$ cat src/rtl/core/sfxva_pkg.sv
// Package: widths, codes and entry types for the sound-effect voice allocator.
package sfxva_pkg;
  localparam int EFFECT_VOICES = 4;
  localparam int MUSIC_VOICES  = 8;
  localparam int QUEUE_DEPTH   = 16;
  localparam int DELAY_SLOTS   = 8;

  localparam int QA_W = $clog2(QUEUE_DEPTH);
  localparam int QC_W = QA_W + 1;
  localparam int DS_W = $clog2(DELAY_SLOTS);
  localparam int EV_W = (EFFECT_VOICES > 1) ? $clog2(EFFECT_VOICES) : 1;

  typedef enum logic [1:0] {
    ACT_REQ  = 2'd0,
    ACT_TICK = 2'd1,
    ACT_STOP = 2'd2,
    ACT_NONE = 2'd3
  } action_t;

  typedef enum logic [1:0] {
    KIND_ACCEPT = 2'd0,
    KIND_REJECT = 2'd1,
    KIND_START  = 2'd2,
    KIND_DONE   = 2'd3
  } kind_t;

  typedef struct packed {
    logic [7:0]  delay;
    logic [7:0]  prio;
    logic [15:0] tag;
  } qent_t;

  typedef struct packed {
    logic [7:0]  prio;
    logic [15:0] tag;
  } dreq_t;
endpackage

$ cat src/rtl/core/sfx_voice_allocator.sv
// Top level: sound-effect voice allocator with queue, delay slots and stealing.
// Request, stop-all, unknown action: one result, registered in the emit state.
// Tick: countdown over every delay slot, then per queue entry a queue memory read
// and then its use (a start attempt, or a move to a free delay slot), then done.
// One item at a time; the next item is taken once the done result is registered.
// Reset (rst_n low, synchronous) clears counters, slots, priorities and ages.
module sfx_voice_allocator
  import sfxva_pkg::*;
(
  input  logic        clk,
  input  logic        rst_n,
  input  logic        in_tvalid,
  output logic        in_tready,
  // [1:0] action, [17:2] sound_tag, [18] has_waveform, [26:19] priority_req,
  // [34:27] delay_blocks, [38:35] voice_busy_mask
  input  logic [39:0] in_tdata,
  output logic        out_tvalid,
  input  logic        out_tready,
  // [1:0] kind, [5:2] voice_number, [21:6] started_tag
  output logic [23:0] out_tdata,
  output logic        out_tlast
);
  typedef enum logic [5:0] {
    S_IDLE  = 6'b000001,
    S_SLOT  = 6'b000010,
    S_QRD   = 6'b000100,
    S_QUSE  = 6'b001000,
    S_DONE  = 6'b010000,
    S_EMIT  = 6'b100000
  } state_t;

  state_t state_r, state_nxt;

  qent_t queue_mem [QUEUE_DEPTH];
  qent_t q_rd_r;
  dreq_t dslot_mem [DELAY_SLOTS];
  dreq_t d_rd_r;

  logic [QC_W-1:0] qwc_r, qrc_r;
  logic [DELAY_SLOTS-1:0] dact_r;
  logic [7:0] drem_r [DELAY_SLOTS];
  logic [7:0] vprio_r [EFFECT_VOICES];
  logic [31:0] vage_r [EFFECT_VOICES];
  logic [31:0] age_r;
  logic [EFFECT_VOICES-1:0] busy_r;
  logic [DS_W:0] slot_r;
  logic slot_go_r;

  logic [23:0] od_r;
  logic ov_r, ol_r;

  action_t act;
  logic [15:0] i_tag;
  logic i_wave;
  logic [7:0] i_prio, i_delay;
  logic [EFFECT_VOICES-1:0] i_busy;
  assign act    = action_t'(in_tdata[1:0]);
  assign i_tag  = in_tdata[17:2];
  assign i_wave = in_tdata[18];
  assign i_prio = in_tdata[26:19];
  assign i_delay = in_tdata[34:27];
  assign i_busy = in_tdata[35 +: EFFECT_VOICES];

  logic [QC_W-1:0] fill;
  assign fill = qwc_r - qrc_r;

  logic in_xfer, out_free;
  assign out_free = !ov_r || out_tready;
  assign in_tready = (state_r == S_IDLE) && out_free;
  assign in_xfer = in_tvalid && in_tready;

  // voice selection for the candidate in flight
  logic [EV_W-1:0] free_idx, vic_idx;
  logic any_free;
  always_comb begin
    any_free = 1'b0;
    free_idx = '0;
    for (int s = EFFECT_VOICES - 1; s >= 0; s--) begin
      if (!busy_r[s]) begin
        any_free = 1'b1;
        free_idx = EV_W'(s);
      end
    end
    vic_idx = '0;
    for (int s = 1; s < EFFECT_VOICES; s++) begin
      if (vprio_r[s] < vprio_r[vic_idx] ||
          (vprio_r[s] == vprio_r[vic_idx] && vage_r[s] < vage_r[vic_idx]))
        vic_idx = EV_W'(s);
    end
  end

  // first free delay slot
  logic [DS_W-1:0] free_slot;
  logic any_slot;
  always_comb begin
    any_slot = 1'b0;
    free_slot = '0;
    for (int i = DELAY_SLOTS - 1; i >= 0; i--) begin
      if (!dact_r[i]) begin
        any_slot = 1'b1;
        free_slot = DS_W'(i);
      end
    end
  end

  // candidate start
  logic cand_v;
  logic [15:0] cand_tag;
  logic [7:0] cand_prio;
  logic [EV_W-1:0] sel;
  logic do_start;
  always_comb begin
    cand_v = 1'b0;
    cand_tag = d_rd_r.tag;
    cand_prio = d_rd_r.prio;
    if (state_r == S_SLOT && slot_go_r) cand_v = 1'b1;
    if (state_r == S_QUSE && q_rd_r.delay == 8'd0) begin
      cand_v = 1'b1;
      cand_tag = q_rd_r.tag;
      cand_prio = q_rd_r.prio;
    end
    sel = any_free ? free_idx : vic_idx;
    do_start = cand_v && (any_free || !(cand_prio < vprio_r[vic_idx]));
  end

  logic [DS_W-1:0] slot_idx;
  assign slot_idx = slot_r[DS_W-1:0];
  logic slot_hit;
  logic [7:0] slot_dec;
  always_comb begin
    slot_dec = (drem_r[slot_idx] > 8'd0) ? drem_r[slot_idx] - 8'd1 : 8'd0;
    slot_hit = dact_r[slot_idx] && (slot_dec == 8'd0);
  end

  // a stall on the output holds the sequencer
  logic hold;
  assign hold = ov_r && !out_tready && (do_start || state_r == S_DONE);

  always_comb begin
    state_nxt = state_r;
    unique case (state_r)
      S_IDLE: if (in_xfer) state_nxt = (act == ACT_TICK) ? S_SLOT : S_EMIT;
      S_SLOT: if (!hold && slot_r == (DS_W + 1)'(DELAY_SLOTS)) state_nxt = S_QRD;
      S_QRD:  state_nxt = (fill == '0) ? S_DONE : S_QUSE;
      S_QUSE: if (!hold) state_nxt = S_QRD;
      S_DONE: if (!hold) state_nxt = S_EMIT;
      S_EMIT: if (out_free) state_nxt = S_IDLE;
      default: state_nxt = S_IDLE;
    endcase
  end

  // memories
  always_ff @(posedge clk) begin
    if (in_xfer && act == ACT_REQ && i_wave && fill < QC_W'(QUEUE_DEPTH))
      queue_mem[qwc_r[QA_W-1:0]] <= '{delay: i_delay, prio: i_prio, tag: i_tag};
    // hold the fetched entry while a start waits on the output
    if (state_r == S_QRD) q_rd_r <= queue_mem[qrc_r[QA_W-1:0]];
    if (state_r == S_QUSE && !hold && q_rd_r.delay != 8'd0 && any_slot)
      dslot_mem[free_slot] <= '{prio: q_rd_r.prio, tag: q_rd_r.tag};
    if (state_r == S_SLOT && !hold) d_rd_r <= dslot_mem[slot_idx];
  end

  always_ff @(posedge clk) begin
    if (!rst_n) begin
      state_r <= S_IDLE;
      qwc_r <= '0;
      qrc_r <= '0;
      dact_r <= '0;
      age_r <= '0;
      busy_r <= '0;
      slot_r <= '0;
      slot_go_r <= 1'b0;
      ov_r <= 1'b0;
      ol_r <= 1'b0;
      od_r <= '0;
      for (int i = 0; i < DELAY_SLOTS; i++) drem_r[i] <= '0;
      for (int v = 0; v < EFFECT_VOICES; v++) begin
        vprio_r[v] <= '0;
        vage_r[v] <= '0;
      end
    end else begin
      state_r <= state_nxt;
      if (ov_r && out_tready) ov_r <= 1'b0;
      if (in_xfer) begin
        slot_r <= '0;
        slot_go_r <= 1'b0;
        ol_r <= 1'b1;
        od_r <= {22'd0, KIND_DONE};
        unique case (act)
          ACT_REQ: begin
            if (i_wave && fill < QC_W'(QUEUE_DEPTH)) begin
              qwc_r <= qwc_r + 1'b1;
              od_r <= {22'd0, KIND_ACCEPT};
            end else od_r <= {22'd0, KIND_REJECT};
          end
          ACT_TICK: busy_r <= i_busy;
          ACT_STOP: begin
            qrc_r <= qwc_r;
            dact_r <= '0;
            for (int i = 0; i < DELAY_SLOTS; i++) drem_r[i] <= '0;
            for (int v = 0; v < EFFECT_VOICES; v++) begin
              vprio_r[v] <= '0;
              vage_r[v] <= '0;
            end
          end
          default: ;
        endcase
      end
      if (state_r == S_EMIT && out_free) ov_r <= 1'b1;
      if (!hold && do_start) begin
        busy_r[sel] <= 1'b1;
        vprio_r[sel] <= cand_prio;
        vage_r[sel] <= age_r;
        age_r <= age_r + 32'd1;
        ov_r <= 1'b1;
        ol_r <= 1'b0;
        od_r <= {2'b00, cand_tag, 4'(MUSIC_VOICES + int'(sel)), KIND_START};
      end
      if (state_r == S_SLOT && !hold) begin
        slot_go_r <= 1'b0;
        if (slot_r != (DS_W + 1)'(DELAY_SLOTS)) begin
          if (dact_r[slot_idx]) drem_r[slot_idx] <= slot_dec;
          if (slot_hit) dact_r[slot_idx] <= 1'b0;
          slot_go_r <= slot_hit;
          slot_r <= slot_r + 1'b1;
        end
      end
      if (state_r == S_QRD && fill != '0) qrc_r <= qrc_r + 1'b1;
      if (state_r == S_QUSE && !hold && q_rd_r.delay != 8'd0 && any_slot) begin
        dact_r[free_slot] <= 1'b1;
        drem_r[free_slot] <= q_rd_r.delay;
      end
      if (state_r == S_DONE && !hold) begin
        od_r <= {22'd0, KIND_DONE};
        ol_r <= 1'b1;
      end
    end
  end

  assign out_tvalid = ov_r;
  assign out_tdata = od_r;
  assign out_tlast = ol_r;
endmodule

$ cat config.mk
export PLATFORM = sky130hd
export DESIGN_NAME = sfx_voice_allocator
export DESIGN_NICKNAME = d
export VERILOG_FILES = /design/src/rtl/core/sfxva_pkg.sv /design/src/rtl/core/sfx_voice_allocator.sv
export SDC_FILE = /design/constraint.sdc
export NUM_CORES = 2
export LEC_CHECK = 0
export BUFFER_PORTS_ARGS = -buffer_cell sky130_fd_sc_hd__buf_2
export CORE_MARGIN = 1.5
export CORE_UTILIZATION = 30
export CTS_BUF_LIST = sky130_fd_sc_hd__clkbuf_8
export DETAILED_ROUTE_END_ITERATION = 8
export SYNTH_ARGS = -nofsm -noshare
export SYNTH_HDL_FRONTEND = slang
export SYNTH_SLANG_ARGS = --single-unit
$ cat constraint.sdc
create_clock -name clk -period 25.2 [get_ports clk]
set_input_delay 1.26 -clock clk [delete_from_list [all_inputs] [get_ports clk]]
set_output_delay 1.26 -clock clk [all_outputs]
set_load 0.01 [all_outputs]
==> metrics.sh <==
NUM-NETS-FINAL=3238
WORST_SLACK_NS=11.08
HTREE_NUM_LEVELS=4
SYNTH_FLOP_CELL='sky130_fd_sc_hd__edfxtp_1'
CAP_VIOLATIONS=0
CLOCK_EDGE_TRANSITION_AT_THE_REGISTERS_ON_THE_REPORTED_SETUP_AND_HOLD_PATHS_NS=0.07
HPWL_UM=63420
PLACEDCELLCOUNT=4906
FP.DIEH_UM=392.3
TOTAL_POWER_mW=3.573
SYNTH-EDFF-COUNT=984
TIMING.FINAL.CRIT_PERIOD_NS=14.12
TOTAL_LEAKAGE_POWER_nW=16.93
CORE_UM2=150100
TIMING_WORST_SETUP_PATH_TYPE='reg2reg'
WIRE_LENGTH_AFTER_DETAILED_ROUTING_UM=110400
TIGHTESTPINTRANSITION_NS=1.162
SYN2LAYOUT_AREA_GROWTH_PCT=13.30
CRITPATHBUFINV=5
POST_CTS.REPAIR.SETUP_BUFFERS=0
DRT_FIRST_PASS_ITERS=6
TRITONCTS='done'
POST_CTS_RESIZED=0
FLOORPLAN.INITIALDENSITY=0.3028
SYNTHCELLS=2910
FIN_CRIT_SH=0.5602
ASYNCSETRESETFLOPFRACSYNTH=0
RSZ0062_AT_GRT='false'
FINAL.SETUP.TNS_NS=0
CRITICAL_PATH.MAX_STAGE_DELAY_NS=0.96
WORSTSETUPSTARTPOINTTYPE='flip-flop'
POST-SYNTH-TOP-AREA-CELL='sky130_fd_sc_hd__edfxtp_1'
POWER-PER-CELL-AREA_nW_PER_UM2=69.37
VDD_IR_DROP_MAX_mV=0.05011
YS_SEQ_ELEMENTS=1072
SYNTH_LARGEST_TYPE_AREA_FRACTION=0.6500
NUM_ROWS=142
GLOBALROUTETOTALUTIL=0.1438
STATUS='complete, no violations'
NETLIST_TOP_CELLS_AREA='sky130_fd_sc_hd__edfxtp_1 65%, sky130_fd_sc_hd__mux4_2 8.2%, sky130_fd_sc_hd__dfxtp_1 3.9%, sky130_fd_sc_hd__ha_1 3.8%, sky130_fd_sc_hd__and2_1 1.7%'
DETAIL-ROUTE-ANTENNA-NETS=0
NUMBER_OF_BUFFERS_ADDED_BY_THE_CLOCK_TREE_SYNTHESIS_STEP=165
FMAX_GHz=0.07084
NETLIST-CELL-TYPE-COUNT=83
IOS=71
DIE_AREA_UM2=153900
REG2REG_PATH_DEPTH=41
LAYOUT.CELLS.NON_FILLER=5212
ANTENNA_FOUND_INITIAL=12
REG2REG_TO='vage_r[1][24]'
WORST-R2R-SETUP-SLACK_NS=11.08
REPORT.FINAL.SLEW_VIOL_COUNT=0
DRT-INITIAL-DRC-COUNT=2160
CLOCK_PATH_BUFFERS=3
DRC_ERRORS=0
GRT_PASS1_VIAS=26120
AVGSYNTHCELLAREA_UM2=15.62
WORST_HOLD_PATH_TYPE='reg2reg'
CP_MAX_FO=83
VIAS=25970
FINAL-HOLD-VIOLATION-COUNT=0
WORSTSKEWPAIRLATENCY_NS=0.87
WORST_EP_REQUIRED_TIME_NS=25.67
DP_WORST_SETUP_SLACK_NS=11.15
SEQ_AREA_FRAC_SYNTH=0.6887
PORTBUFFERS=66
HOLD_CRIT_ENDPOINT='out_tdata[21]'
CTS_ROOT_BUFFER='sky130_fd_sc_hd__clkbuf_8'
PLACE_CONGESTION=0.8281
DETAIL_ROUTE.WL_PER_CELL_UM=21.18
MAX_SLEW_MARGIN=0.2200
PER_CELL_VIA_COUNT_IN_THE_ROUTED_DESIGN=4.983
FINALCOREUTILIZATION=0.3431
DIE_WIDTH_UM=392.3
CRIT_PATH_END_KIND='flip-flop'
CLOCK_SKEW_NS=0.04573
SYNTHESIS.YOSYS.WARNINGS=0
NUMBER_OF_CELLS_TRAVERSED_BY_THE_WORST_HOLD_PATH=2
TIMING.HOLD.WORST.START='out_tdata[21]'
HOLD_BUF_COUNT_CTS=0
REG2REG_FROM='vprio_r[1][7]'
FINAL_LAYOUT_SIZE_SUFFIX_GT1_FRAC=0.1819
SETUP_VIOL=0
CRIT_PATH_TOP_DELAY_CELL='sky130_fd_sc_hd__or4_1'
FIRST_PASS_GRT_WIRE_LENGTH_UM=165600
GRT-OVFL-TOTAL=0
SYN-CELL-AREA_UM2=45460
CTS_SINKS=1072
WORSTPATHARRIVAL_NS=14.58
WORST_PATH_DOMINANT_CELL_FAMILY='simple AND/OR/NAND/NOR gates'
MAXIMUM_NUMBER_OF_PINS_ON_ONE_NET_BEFORE_GLOBAL_ROUTE_REPAIR=101
==> cell usage after synthesis, types with 24 or more instances <==
library cell	n
sky130_fd_sc_hd__edfxtp_1	984
sky130_fd_sc_hd__nor2_1	162
sky130_fd_sc_hd__ha_1	137
sky130_fd_sc_hd__and2_1	125
sky130_fd_sc_hd__o21ai_0	91
sky130_fd_sc_hd__nor3_1	76
sky130_fd_sc_hd__a21oi_1	117
sky130_fd_sc_hd__dfxtp_1	88
sky130_fd_sc_hd__or4_1	29
sky130_fd_sc_hd__buf_1	24
sky130_fd_sc_hd__nand2_1	141
sky130_fd_sc_hd__a22oi_1	91
sky130_fd_sc_hd__o31ai_1	44
sky130_fd_sc_hd__mux4_2	166
sky130_fd_sc_hd__inv_1	70
sky130_fd_sc_hd__nand3_1	75
sky130_fd_sc_hd__clkbuf_1	102
sky130_fd_sc_hd__mux2i_1	41
sky130_fd_sc_hd__nand4_1	42
==> cell usage in the layout, fill, tap and decap left out, types with 44 or more instances in the layout <==
| cell | Yosys | final |
|---|---|---|
| sky130_fd_sc_hd__a21oi_1 | 117 | 117 |
| sky130_fd_sc_hd__a22oi_1 | 91 | 91 |
| sky130_fd_sc_hd__and2_1 | 125 | 125 |
| sky130_fd_sc_hd__buf_2 | 17 | 66 |
| sky130_fd_sc_hd__buf_4 | 6 | 61 |
| sky130_fd_sc_hd__clkbuf_8 | 0 | 178 |
| sky130_fd_sc_hd__dfxtp_1 | 88 | 85 |
| sky130_fd_sc_hd__edfxtp_1 | 984 | 984 |
| sky130_fd_sc_hd__ha_1 | 137 | 137 |
| sky130_fd_sc_hd__inv_1 | 70 | 133 |
| sky130_fd_sc_hd__mux4_2 | 166 | 166 |
| sky130_fd_sc_hd__nand2_1 | 141 | 137 |
| sky130_fd_sc_hd__nand3_1 | 75 | 75 |
| sky130_fd_sc_hd__nor2_1 | 162 | 136 |
| sky130_fd_sc_hd__nor3_1 | 76 | 69 |
| sky130_fd_sc_hd__o21ai_0 | 91 | 85 |
| sky130_fd_sc_hd__o31ai_1 | 44 | 44 |
==> power by group <==
| group | total [mW] | internal (mW) | switching [mW] |
|---|---|---|---|
| registers | 1.97 | 1.96 | 0.0125 |
| logic | 0.231 | 0.0770 | 0.154 |
| clock network | 1.37 | 0.670 | 0.699 |
| total | 3.57 | 2.71 | 0.866 |
==> how the worst max path moves through the flow <==
stage / depth (start not counted) / start / slack (ns) / endpoint
6_report: 41 / vprio_r[1][7] / 11.08 / vage_r[1][24]
5_1_grt: 42 / vprio_r[1][6] / 10.14 / vage_r[1][24]
3_5_place_dp: 41 / vprio_r[1][6] / 11.15 / vage_r[1][15]
4_1_cts: 41 / vprio_r[1][7] / 11.10 / vage_r[1][24]
2_1_floorplan: 47 / vage_r[1][11] / 14.46 / vage_r[2][0]
3_3_place_gp: 40 / vprio_r[1][6] / 11.23 / vage_r[1][14]
==> state kept, by name (all words and copies together), names as in the netlist, 5 cells and up <==
| signal | cells |
|---|---|
| age_r | 32 |
| d_rd_r | 24 |
| dact_r | 8 |
| drem_r | 64 |
| dslot_mem | 192 |
| out_tdata | 21 |
| q_rd_r | 32 |
| qrc_r | 5 |
| queue_mem | 512 |
| qwc_r | 5 |
| state_r | 6 |
| vage_r | 128 |
| vprio_r | 32 |
==> metal layers <==
metal / track usage / vias up / wire length (um)
met4: 0.03968 / 16 / 2110
li1: - / 11860 / -
met1: 0.1921 / 13100 / 48350
met5: 0 / - / 107
met2: 0.2301 / 802 / 51920
met3: 0.03784 / 196 / 7880
==> cell type report <==
cell class              count  area, um^2
repair buffers            128       808.3
fillers                 14380       98620
multi-input cells        1618       13500
inverters                  72       270.3
well taps                2016        2522
clock buffers             178        2450
diodes                      2       5.005
clock inverters           126       636.9
flip-flops and latches   1072       31320
==> per-stage QoR <==
| stage | hold slack [ns] | area (um^2) |
|---|---|---|
| 2_1_floorplan | 0.4609 | 45470 |
| 3_3_place_gp | 0.4577 | 48420 |
| 5_1_grt | 0.4929 | 51510 |
| 4_1_cts | 0.4717 | 51500 |
| 6_report | 0.4692 | 51510 |
| 3_5_place_dp | 0.4612 | 48420 |
==> worst min-delay path, delay by kind of cell (launching register included) <==
family	cells	cell delay (ns)
DFF	1	0.31
and+or+nand+nor	1	0.06
AOI/OAI and AO/OA	1	0.06
==> kinds of logic after synthesis <==
group | after synthesis | synth area share
other | 1 | 0.00008249
multiplexers | 212 | 0.09269
XOR/XNOR | 16 | 0.003082
adder cells (fa/ha/maj) | 137 | 0.03770
AND/OR/NAND/NOR | 770 | 0.08735
AO/OA/AOI/OAI | 480 | 0.07092
buffers and inverters | 222 | 0.01946
flip-flops | 1072 | 0.6887
(Power assumes the default switching activity.)
